### src/sv/looping_sample_player_defines.svh
// Assertion macros for the looping sample player; only the top file includes them.
// Depends on nothing; files that assert include it by name.
`ifndef LOOPING_SAMPLE_PLAYER_DEFINES_SVH
`define LOOPING_SAMPLE_PLAYER_DEFINES_SVH
`ifndef SYNTHESIS
`define LSP_ASSERT(lbl, prop, msg) \
  lbl: assert property (@(posedge clk) disable iff (rst) prop) else $error(msg);
`define LSP_ASSERT_ALWAYS(lbl, prop, msg) \
  lbl: assert property (@(posedge clk) prop) else $error(msg);
`else
`define LSP_ASSERT(lbl, prop, msg)
`define LSP_ASSERT_ALWAYS(lbl, prop, msg)
`endif
`endif

### src/sv/lsp_fifo.sv
// Small queue with push/full and pop/empty sides.
// Depends on nothing; used for the input and result queues.
module lsp_fifo #(
  parameter int WIDTH = 8,
  parameter int DEPTH = 2
) (
  input  logic             clk,
  input  logic             rst,
  input  logic             push,
  input  logic [WIDTH-1:0] din,
  output logic             full,
  input  logic             pop,
  output logic [WIDTH-1:0] dout,
  output logic             empty
);
  localparam int PW = (DEPTH > 1) ? $clog2(DEPTH) : 1;
  localparam int CW = $clog2(DEPTH + 1);

  logic [WIDTH-1:0] slots [DEPTH];
  logic [PW-1:0]    wptr, rptr;
  logic [CW-1:0]    count;
  logic             do_push, do_pop;

  assign full    = count == CW'(DEPTH);
  assign empty   = count == '0;
  assign do_push = push && !full;
  assign do_pop  = pop && !empty;
  assign dout    = slots[rptr];

  always_ff @(posedge clk) begin
    if (rst) begin
      wptr  <= '0;
      rptr  <= '0;
      count <= '0;
    end else begin
      if (do_push) begin
        wptr <= (wptr == PW'(DEPTH - 1)) ? '0 : wptr + 1'b1;
      end
      if (do_pop) begin
        rptr <= (rptr == PW'(DEPTH - 1)) ? '0 : rptr + 1'b1;
      end
      count <= count + CW'(do_push) - CW'(do_pop);
    end
  end

  always_ff @(posedge clk) begin
    if (do_push) begin
      slots[wptr] <= din;
    end
  end
endmodule

### config.mk
export PLATFORM = sky130hd
export DESIGN_NAME = lsp_fifo
export DESIGN_NICKNAME = d
export VERILOG_FILES = /design/src/sv/looping_sample_player_defines.svh /design/src/sv/lsp_fifo.sv
export SDC_FILE = /design/constraint.sdc
export NUM_CORES = 1
export LEC_CHECK = 0
export BUFFER_PORTS_ARGS = -buffer_cell sky130_fd_sc_hd__buf_2
export CAP_MARGIN = 20
export CORE_MARGIN = 2
export CORE_UTILIZATION = 30
export DETAILED_ROUTE_END_ITERATION = 12
export GPL_TIMING_DRIVEN = 0
export PLACE_DENSITY = 0.53
export SLEW_MARGIN = 20
export SYNTH_ARGS = -nofsm -noshare
export SYNTH_HDL_FRONTEND = slang
export SYNTH_SLANG_ARGS = --single-unit
### constraint.sdc
create_clock -name clk -period 2.1 [get_ports clk]
set_input_delay 0.42 -clock clk [delete_from_list [all_inputs] [get_ports clk]]
set_output_delay 0.42 -clock clk [all_outputs]
set_load 0.02 [all_outputs]
==> run_results.csv <==
group,metric,value,unit
job,cap_violations,0,
layout,multi_input_area,210,um^2
placement,pre_cts_slack,0.458,ns
yosys,netlist.area_leader.share,0.593,
cts,clock_path_buffers,2,
global_route,grt_busiest_layer,"met2",
yosys,synthDistinctLibCells,21,
layout,final_cells,107,
routing,routed_wl,1.29,mm
routing,vias,462,
layout,num_antenna_cells,0,
floorplan,die_width,56.0,um
routing,wl_per_cell,12.0,um
placement,dp_cells,103,
cts,clk_pin_slew_worst_paths,0.12,ns
layout,n_fill_cell,267,
floorplan,io_pins,22,
yosys,yosysSeqAreaShare,0.716,
yosys,syn_inst,52,
yosys,synth_area,811,um^2
global_route,grt_overflow,0,
floorplan,core,0.00252,mm^2
yosys,synthMuxAreaShare,0.111,
yosys,synth_area_leader_cell,"edfxtp_1",
cts,clkSinkCount,21,
timing,setup_viol,0,
cts,cts-buffers-inserted,3,
power_and_ir_drop,power.switching,0.000393,W
cts,htree_levels,1,
worst_setup_path,arrival,1.35,ns
power_and_ir_drop,p_leak,0.408,nW
status,outcome,"complete, no violations",
timing,timing.hold.ws,0.309,ns
worst_setup_path,cp_max_fo,8,
cts,clock_latency,0.29,ns
yosys,synthAdderAreaFrac,0.0309,
layout,mostFrequentLayoutCells,"22 x buf_2, 16 x edfxtp_1, 5 x mux2_1, 5 x dfxtp_1, 4 x nor2_1",
layout,layout.nets,92,
yosys,synth_nets,66,
global_route,grt_max_degree,12,
yosys,synth_simple_gate_area_frac,0.0725,
power_and_ir_drop,pwr_density_cell,1200,mW/mm^2
global_route,met2_usage,0.151,
power_and_ir_drop,combPwrFrac,0.357,
routing,drt-initial-drc-count,3,
worst_setup_path,required,1.68,ns
floorplan,die-area,0.00313,mm^2
global_route,grtUsageTotal,0.0882,
placement,gp_congestion,0.595,
layout,final_common_cell,"buf_2",
layout,fin_area,980,um^2
layout,area_delta_synth_final,20.8,%
floorplan,die_y,56.0,um
worst_setup_path,path_class,"register to primary output",
power_and_ir_drop,p_int,0.000784,W
timing,final.min_clock_period,1.77,ns
timing,final_hold_viol_count,0,
power_and_ir_drop,pwr-share-seq,0.485,
cts,post_cts_buffers,0,
global_route,grt.met1_usage,0.106,
timing,post-route-period-util,0.843,
timing,relSlewSlack,0.779,
global_route,first_global_vias,488,
global_route,grt_pass1_wl,2.13,mm
routing,drcViolationCount,0,
power_and_ir_drop,swShare,0.334,
timing,maxSlewViolCount,0,
cts,tritoncts,"built",
yosys,synth_area_leaders,"edfxtp_1 59%, dfxtp_1 12%, mux2_1 6.9%",
timing,tightest_slew,0.331,ns
routing,drt-vias-per-instance,4.32,
timing,grt_setup_unrepaired,"no",
routing,dr.pass1.iters,2,
cts,cts-root-buf,"clkbuf_4",
global_route,use_met3,0.0302,
yosys,yosysWarnings,0,
routing,ant_nets,0,
layout,layout-drive-gt1-share,0.416,
timing,fin_setup_tns,0,ns
yosys,synth-xor-area-share,0.0216,
yosys,synth-compound-area-share,0.0231,
power_and_ir_drop,peakVddDrop,0.673,mV
timing,fmax,0.565,GHz
yosys,syn_area_per_cell,15.6,um^2
layout,ff_latch_area,581,um^2
global_route,antenna_found_initial,0,
power_and_ir_drop,p_clk_frac,0.158,
placement,io_buffers,21,
floorplan,rows,18,
timing,worst_clock_skew,0.00938,ns
yosys,synth_seq_cells,21,
placement,dpl.hpwl,927,um
placement,placed_area,953,um^2
cts,cts_hold_buf,0,
cts,post_cts_resized,0,
yosys,synth_top_family_by_area,"multiplexers",
min_path,hold_path_class,"input pin to register",
worst_setup_path,cp-start-kind,"register",
floorplan,start_util,0.321,
timing,timing.final.ws_setup,0.330,ns
worst_setup_path,end_kind,"primary output",
[flip-flops by register name, summed over array words and instances (netlist names), named ones only]
name and flops:
slots 16, count 2, rptr 1, wptr 1
[cells in the mapped netlist]
cell type / instances
xnor2_1: 1
xor2_1: 1
nor2_1: 4
ha_1: 2
nor3_1: 1
and3_2: 1
a21oi_1: 1
mux2_2: 3
nor2b_1: 1
o21a_2: 1
and2_1: 1
inv_2: 1
nand2_1: 1
nand2b_2: 1
or3_1: 1
buf_2: 1
o21ai_0: 1
mux2_1: 5
dfxtp_1: 5
inv_1: 3
edfxtp_1: 16
[worst paths after layout]
check           start           to  cells after the start  slack (ns)
max          register      dout[6]                      3        0.33
min            din[5]  slots[0][5]                      1        0.31
max reg2reg  count[1]     count[1]                      7        0.53
min reg2reg      wptr         wptr                      2        0.50
[per-stage QoR]
stage / power (W) / utilization
after floorplan: 0.000883 / -
after global placement: 0.00100 / 0.378
after detailed placement: 0.00101 / 0.378
after CTS: 0.00120 / 0.388
after global routing: 0.00127 / 0.388
final: 0.00118 / 0.388
[per-layer routing]
layer  vias up  part of all wire
met5         -                 0
li1        237                 -
met4         0                 0
met3         0             0.075
met1       209              0.44
met2        16              0.48
[worst max-delay path: stages (launching register included)]
cell and delay, ns:
dfxtp_1 0.32, buf_2 0.22, mux2_1 0.35, buf_2 0.16
[final cells by class]
type,count,area share
flip-flops and latches,21,0.593
multi-input cells,26,0.215
plain buffers,1,0.00511
inverters,4,0.0153
repair buffers,21,0.107
well taps,30,0.0383
clock buffers,4,0.0268
[power by group through the flow]
stage          registers [W]  clock network (W)  logic (W)
4_1_cts             0.000572           0.000199   0.000430
2_1_floorplan       0.000571                  0   0.000311
3_3_place_gp        0.000577                  0   0.000426
6_report            0.000570           0.000186   0.000420
5_1_grt             0.000579           0.000211   0.000476
3_5_place_dp        0.000579                  0   0.000429
[cells by family (layout without fill, tap and decap cells)]
| logic type | count (synthesis) | in the layout |
|---|---|---|
| flip-flops | 21 | 21 |
| AND/OR/NAND/NOR | 11 | 11 |
| multiplexers | 8 | 8 |
| buffers and inverters | 5 | 30 |
| AO/OA/AOI/OAI | 3 | 3 |
| adder cells (fa/ha/maj) | 2 | 2 |
| XOR/XNOR | 2 | 2 |
(Power assumes the default switching activity.)
