==> config.mk <==
export PLATFORM = sky130hd
export DESIGN_NAME = lsp_mix
export DESIGN_NICKNAME = d
export VERILOG_FILES = /design/src/sv/looping_sample_player_defines.svh /design/src/sv/lsp_pkg.sv /design/src/sv/lsp_mix.sv
export SDC_FILE = /design/constraint.sdc
export NUM_CORES = 2
export LEC_CHECK = 0
export ABC_AREA = 0
export BUFFER_PORTS_ARGS = -buffer_cell sky130_fd_sc_hd__buf_2
export CORE_MARGIN = 2
export CORE_UTILIZATION = 55
export DETAILED_ROUTE_END_ITERATION = 8
export PLACE_DENSITY = 0.83
export SKIP_CTS_REPAIR_TIMING = 1
export SYNTH_ARGS = -nofsm -noshare
export SYNTH_HDL_FRONTEND = slang
export SYNTH_SLANG_ARGS = --single-unit
==> constraint.sdc <==
create_clock -name clk -period 12.3 [get_ports clk]
set_input_delay 3.075 -clock clk [delete_from_list [all_inputs] [get_ports clk]]
set_output_delay 3.075 -clock clk [all_outputs]
set_load 0.02 [all_outputs]
==> src/sv/looping_sample_player_defines.svh <==
// Assertion macros for the looping sample player; only the top file includes them.
// Depends on nothing; files that assert include it by name.
`ifndef LOOPING_SAMPLE_PLAYER_DEFINES_SVH
`define LOOPING_SAMPLE_PLAYER_DEFINES_SVH
`ifndef SYNTHESIS
`define LSP_ASSERT(lbl, prop, msg) \
  lbl: assert property (@(posedge clk) disable iff (rst) prop) else $error(msg);
`define LSP_ASSERT_ALWAYS(lbl, prop, msg) \
  lbl: assert property (@(posedge clk) prop) else $error(msg);
`else
`define LSP_ASSERT(lbl, prop, msg)
`define LSP_ASSERT_ALWAYS(lbl, prop, msg)
`endif
`endif

==> src/sv/lsp_pkg.sv <==
// Types and constants of the looping sample player.
// Used by the executor, mix stage, top and testbench; depends on nothing.
package lsp_pkg;

  localparam int FADE_J_W = 9;

  typedef enum logic [1:0] {
    REQ_LOAD  = 2'd0,
    REQ_START = 2'd1,
    REQ_TICK  = 2'd2,
    REQ_STOP  = 2'd3
  } req_type_t;

  typedef enum logic [2:0] {
    ST_OK         = 3'd0,
    ST_BAD_START  = 3'd1,
    ST_BAD_LSTART = 3'd2,
    ST_BAD_LEND   = 3'd3,
    ST_BEYOND     = 3'd4
  } status_t;

  typedef enum logic [2:0] {
    CFG_PLAY_MODE   = 3'd0,
    CFG_REVERSE     = 3'd1,
    CFG_START_POS   = 3'd2,
    CFG_END_POS     = 3'd3,
    CFG_LOOP_START  = 3'd4,
    CFG_LOOP_END    = 3'd5,
    CFG_SAMPLE_LEN  = 3'd6,
    CFG_GLIDE_TICKS = 3'd7
  } cfg_idx_t;

  typedef enum logic [1:0] {
    MODE_ONE_SHOT = 2'd0,
    MODE_FORWARD  = 2'd1,
    MODE_BACKWARD = 2'd2,
    MODE_PINGPONG = 2'd3
  } play_mode_t;

  typedef struct packed {
    logic [1:0]         req_type;
    logic [15:0]        load_addr;
    logic signed [15:0] load_data;
    logic [23:0]        start_step;
    logic signed [23:0] glide_step;
  } in_item_t;

  typedef struct packed {
    logic signed [15:0] sample_out;
    logic [16:0]        position;
    logic               playing;
    logic [2:0]         start_status;
  } out_item_t;

  typedef struct packed {
    logic                play;
    logic                fade;
    logic [FADE_J_W-1:0] fade_j;
    logic [16:0]         position;
    logic                playing;
    logic [2:0]          status;
  } mix_req_t;

endpackage

==> src/sv/lsp_mix.sv <==
// Output stage: takes the read sample, applies the crossfade and builds the result.
// Depends on lsp_pkg; fed by lsp_exec and the sample store.
module lsp_mix #(
  parameter int FADE_LEN = 100
) (
  input  logic                   clk,
  input  logic                   rst,
  input  logic                   issue,
  input  lsp_pkg::mix_req_t      mreq,
  input  logic [15:0]            rdata,
  input  logic                   out_full,
  output logic                   ready,
  output logic                   done,
  output lsp_pkg::out_item_t     result
);
  localparam longint unsigned DIV = longint'(FADE_LEN - 1);
  localparam logic [32:0] RECIP = 33'(((64'd1 << 32) + DIV - 64'd1) / DIV);

  lsp_pkg::mix_req_t held;
  logic              busy;
  logic [1:0]        phase;
  logic signed [15:0] last_out;
  logic signed [25:0] num;
  logic               neg;
  logic [56:0]        prod;
  logic signed [15:0] smp;
  logic signed [25:0] p1, p2;
  logic [15:0]        q;

  assign done  = busy && (!held.fade || phase == 2'd2) && !out_full;
  assign ready = !busy || done;

  assign p1 = 26'(signed'(rdata)) * signed'({1'b0, 16'(held.fade_j)});
  assign p2 = 26'(last_out)
            * signed'({1'b0, 16'(lsp_pkg::FADE_J_W'(FADE_LEN - 1) - held.fade_j)});
  assign q  = prod[47:32];

  always_comb begin
    if (!held.play) begin
      smp = '0;
    end else if (held.fade) begin
      smp = neg ? -signed'(q) : signed'(q);
    end else begin
      smp = signed'(rdata);
    end
  end

  always_ff @(posedge clk) begin
    if (rst) begin
      busy     <= 1'b0;
      phase    <= '0;
      last_out <= '0;
    end else begin
      if (issue) begin
        busy  <= 1'b1;
        phase <= '0;
      end else if (done) begin
        busy <= 1'b0;
      end else if (busy && held.fade && phase != 2'd2) begin
        phase <= phase + 2'd1;
      end
      if (done && held.play) begin
        last_out <= smp;
      end
    end
  end

  always_ff @(posedge clk) begin
    if (issue) begin
      held <= mreq;
    end
    if (busy && phase == 2'd0) begin
      num <= p1 + p2;
    end
    if (busy && phase == 2'd1) begin
      neg  <= num < 0;
      prod <= 57'(24'(num < 0 ? -num : num)) * 57'(RECIP);
    end
  end

  always_comb begin
    result.sample_out   = smp;
    result.position     = held.position;
    result.playing      = held.playing;
    result.start_status = held.status;
  end
endmodule

==> results by group <==
Setup path
  – Slowest CP cell: fa_1
  – R2R setup slack: 2.94 ns
  – CP endpoint kind: register
  – Crit path launch type: primary input
  – Most used cell, CP: fa_1
  – CP max stage delay: 0.55 ns
  – WP data required: 12.42 ns
  – Setup CP Type: in -> reg
  – CP Max Fanout: 10
  – Arr. time, crit path: 9.58 ns

Synth
  – Synth area leader: fa_1
  – Syn Nets: 3661
  – Post-synthesis register bit count: 93
  – Register area share after synthesis: 9.75%
  – Synthesized area per cell: 10.1 um2
  – Post-synthesis cell type count: 67
  – Ys flop type: edfxtp_1
  – Commonest cells in the netlist: inv_1 (744), fa_1 (584), ha_1 (370)
  – Leading cell type by number of instances after synthesis: inv_1
  – Post-synthesis cell count: 2655
  – EDFF count, synth: 74
  – Mapped cell area: 0.0267 mm2
  – Area contributors post-synth: fa_1 (44%), ha_1 (17%), inv_1 (10%)
  – YS warnings: 0
  – Synth async-reset ratio: 0%
  – Yosys top cell area share: 43.8%

Placement
  – Gpl congestion: 0.993
  – Hpwl dp: 56.3 mm
  – I/O Buffers: 90

Floorplanning
  – Row count: 80
  – Die width: 224 um
  – Core area: 0.0478 mm2
  – Die Y: 224 um
  – Io pins: 91
  – Die ar.: 0.0503 mm2
  – Initial Utilization: 55.8%

Route
  – Routed vias: 18.0k
  – DRC: 0
  – Routed Antenna Nets: 0
  – Routed Wire Length: 64.4 mm
  – Router iterations before antenna repair: 5
  – Routed WL per cell: 19.5 um
  – Initial detailed-routing violation count: 1090
  – Via density: 5.44

Clock tree
  – Clk sinks: 93
  – CTS clock-pin slew for the worst setup and hold paths: 0.07 ns
  – CTS tree: done
  – Clk Latency, worst-skew pair: 0.37 ns
  – H-tree depth: 3
  – Clk buf depth: 2
  – Number of CTS-inserted buffers: 9
  – CTS root buf: clkbuf_16

Run
  – Maxcap violations: 0

Worst hold path
  – Tightest Hold Check Type: reg -> reg

STA
  – Final setup TNS: 0 ns
  – Slew Limit Fails: 0
  – Rel. slew slack: 9.53%
  – Fmax: 106 MHz
  – Period minus WS final: 9.46 ns
  – Tcrit/Tclk final: 76.9%
  – Layout Skew: 0.0110 ns
  – Final Hold Fails: 0
  – RSZ-0062 raised after global routing: no
  – Slew @ Worst Pin: 1.35 ns
  – Setup violators final: 0

Global route
  – Initial antenna violation count: 1
  – Largest net degree at the start of global routing: 36
  – Grt ovf: 0
  – First-pass GRT wire length: 106 mm
  – Vias in the first global route: 20.4k
  – Total GRT Usage: 27.3%

Layout
  – Final nets: 3693
  – Area grow syn2layout: 5.12%
  – Share of post-route cells with drive strength above 1: 6.05%

Run status
  – Run status: completed
[sequential cells by signal, indices dropped and copies added (netlist names)]
signal    cells
num          25
result       21
last_out     16
prod         16
held         11
phase         2
busy          1
neg           1
[logic make-up (layout without fill, tap and decap cells)]
family          count (synthesis)  after routing  share of synthesized area [%]
fa+ha+maj                     954            954                           61.1
mux                             4              4                          0.155
compound gates                173            173                           4.32
other cells                     1              2                         0.0140
simple gates                  486            486                           9.02
flops                          93             93                           9.75
xor+xnor                      105            105                           3.52
buf+inv                       839            876                           12.1
[layout by cell type (no fill, tap or decap), types with 4 or more instances in the layout]
cell,synthesis,routed
edfxtp_1,74,74
nand2_1,244,244
a31o_2,4,4
nor2_1,22,22
xnor2_2,0,4
nand4_1,6,6
o211a_1,13,13
inv_1,744,744
buf_4,21,23
and2_1,102,102
xor2_1,38,37
ha_1,370,370
or3_1,10,10
nor2_2,4,4
nor3_1,13,13
buf_2,0,90
o211ai_1,5,5
clkbuf_16,0,11
o21ai_0,28,28
a21oi_1,56,56
xnor2_1,66,62
nand2b_1,21,21
a21o_1,18,18
a31oi_1,4,4
dfxtp_1,19,19
o21a_1,6,6
fa_1,584,584
nand3_1,5,5
o31ai_1,9,9
or2_2,6,6
nor2b_1,33,33
[area by class of cell]
cell class | count | area [um2]
inverter | 747 | 2800
clock buffer | 11 | 275
clock inverter | 5 | 82.6
timing repair buffer | 113 | 623
multi-input combinational | 1723 | 20900
antenna | 1 | 2.50
fill | 3887 | 19800
tap | 615 | 769
sequential | 93 | 2600
[worst max-delay path: cells and delay by family]
kind	cells	cell delay (ns)
compound gates	8	1.74
xor+xnor	1	0.08
fa+ha+maj	8	3.94
buf+inv	6	0.47
simple gates	2	0.25
[stage by stage]
step | util [%] | cell area, um2 | hold WS (ns) | cells | setup slack (ns)
floorplan | - | 26700 | 0.435 | 2655 | 2.96
global placement | 57.9 | 27700 | 0.542 | 3291 | 2.68
detailed placement | 57.9 | 27700 | 0.555 | 3291 | 2.52
CTS | 58.6 | 28100 | 0.568 | 3307 | 2.89
global route | 58.7 | 28100 | 0.603 | 3308 | 2.44
finish | 58.7 | 28100 | 0.569 | 3308 | 2.84
[final timing paths]
path	from	endpoint	depth (start not counted)
max	rdata[8]	num[25]	25
min	phase[1]	phase[1]	2
max reg2reg	num[0]	prod[39]	32
min reg2reg	phase[1]	phase[1]	2
[metal layers]
| metal | part of all wire [%] | track usage [%] | wire, um | up-vias |
|---|---|---|---|---|
| met5 | 0 | 0 | 0 | - |
| met4 | 4.4 | 10.8 | 2810 | 0 |
| met3 | 7.4 | 4.42 | 4750 | 161 |
| met2 | 49 | 46.0 | 31400 | 656 |
| met1 | 40 | 35.6 | 25400 | 9188 |
| li1 | - | - | - | 7977 |
Power is left out: the tool's default activity adds up to more than one toggle a clock period on the data nets, which glitch-free logic cannot reach.
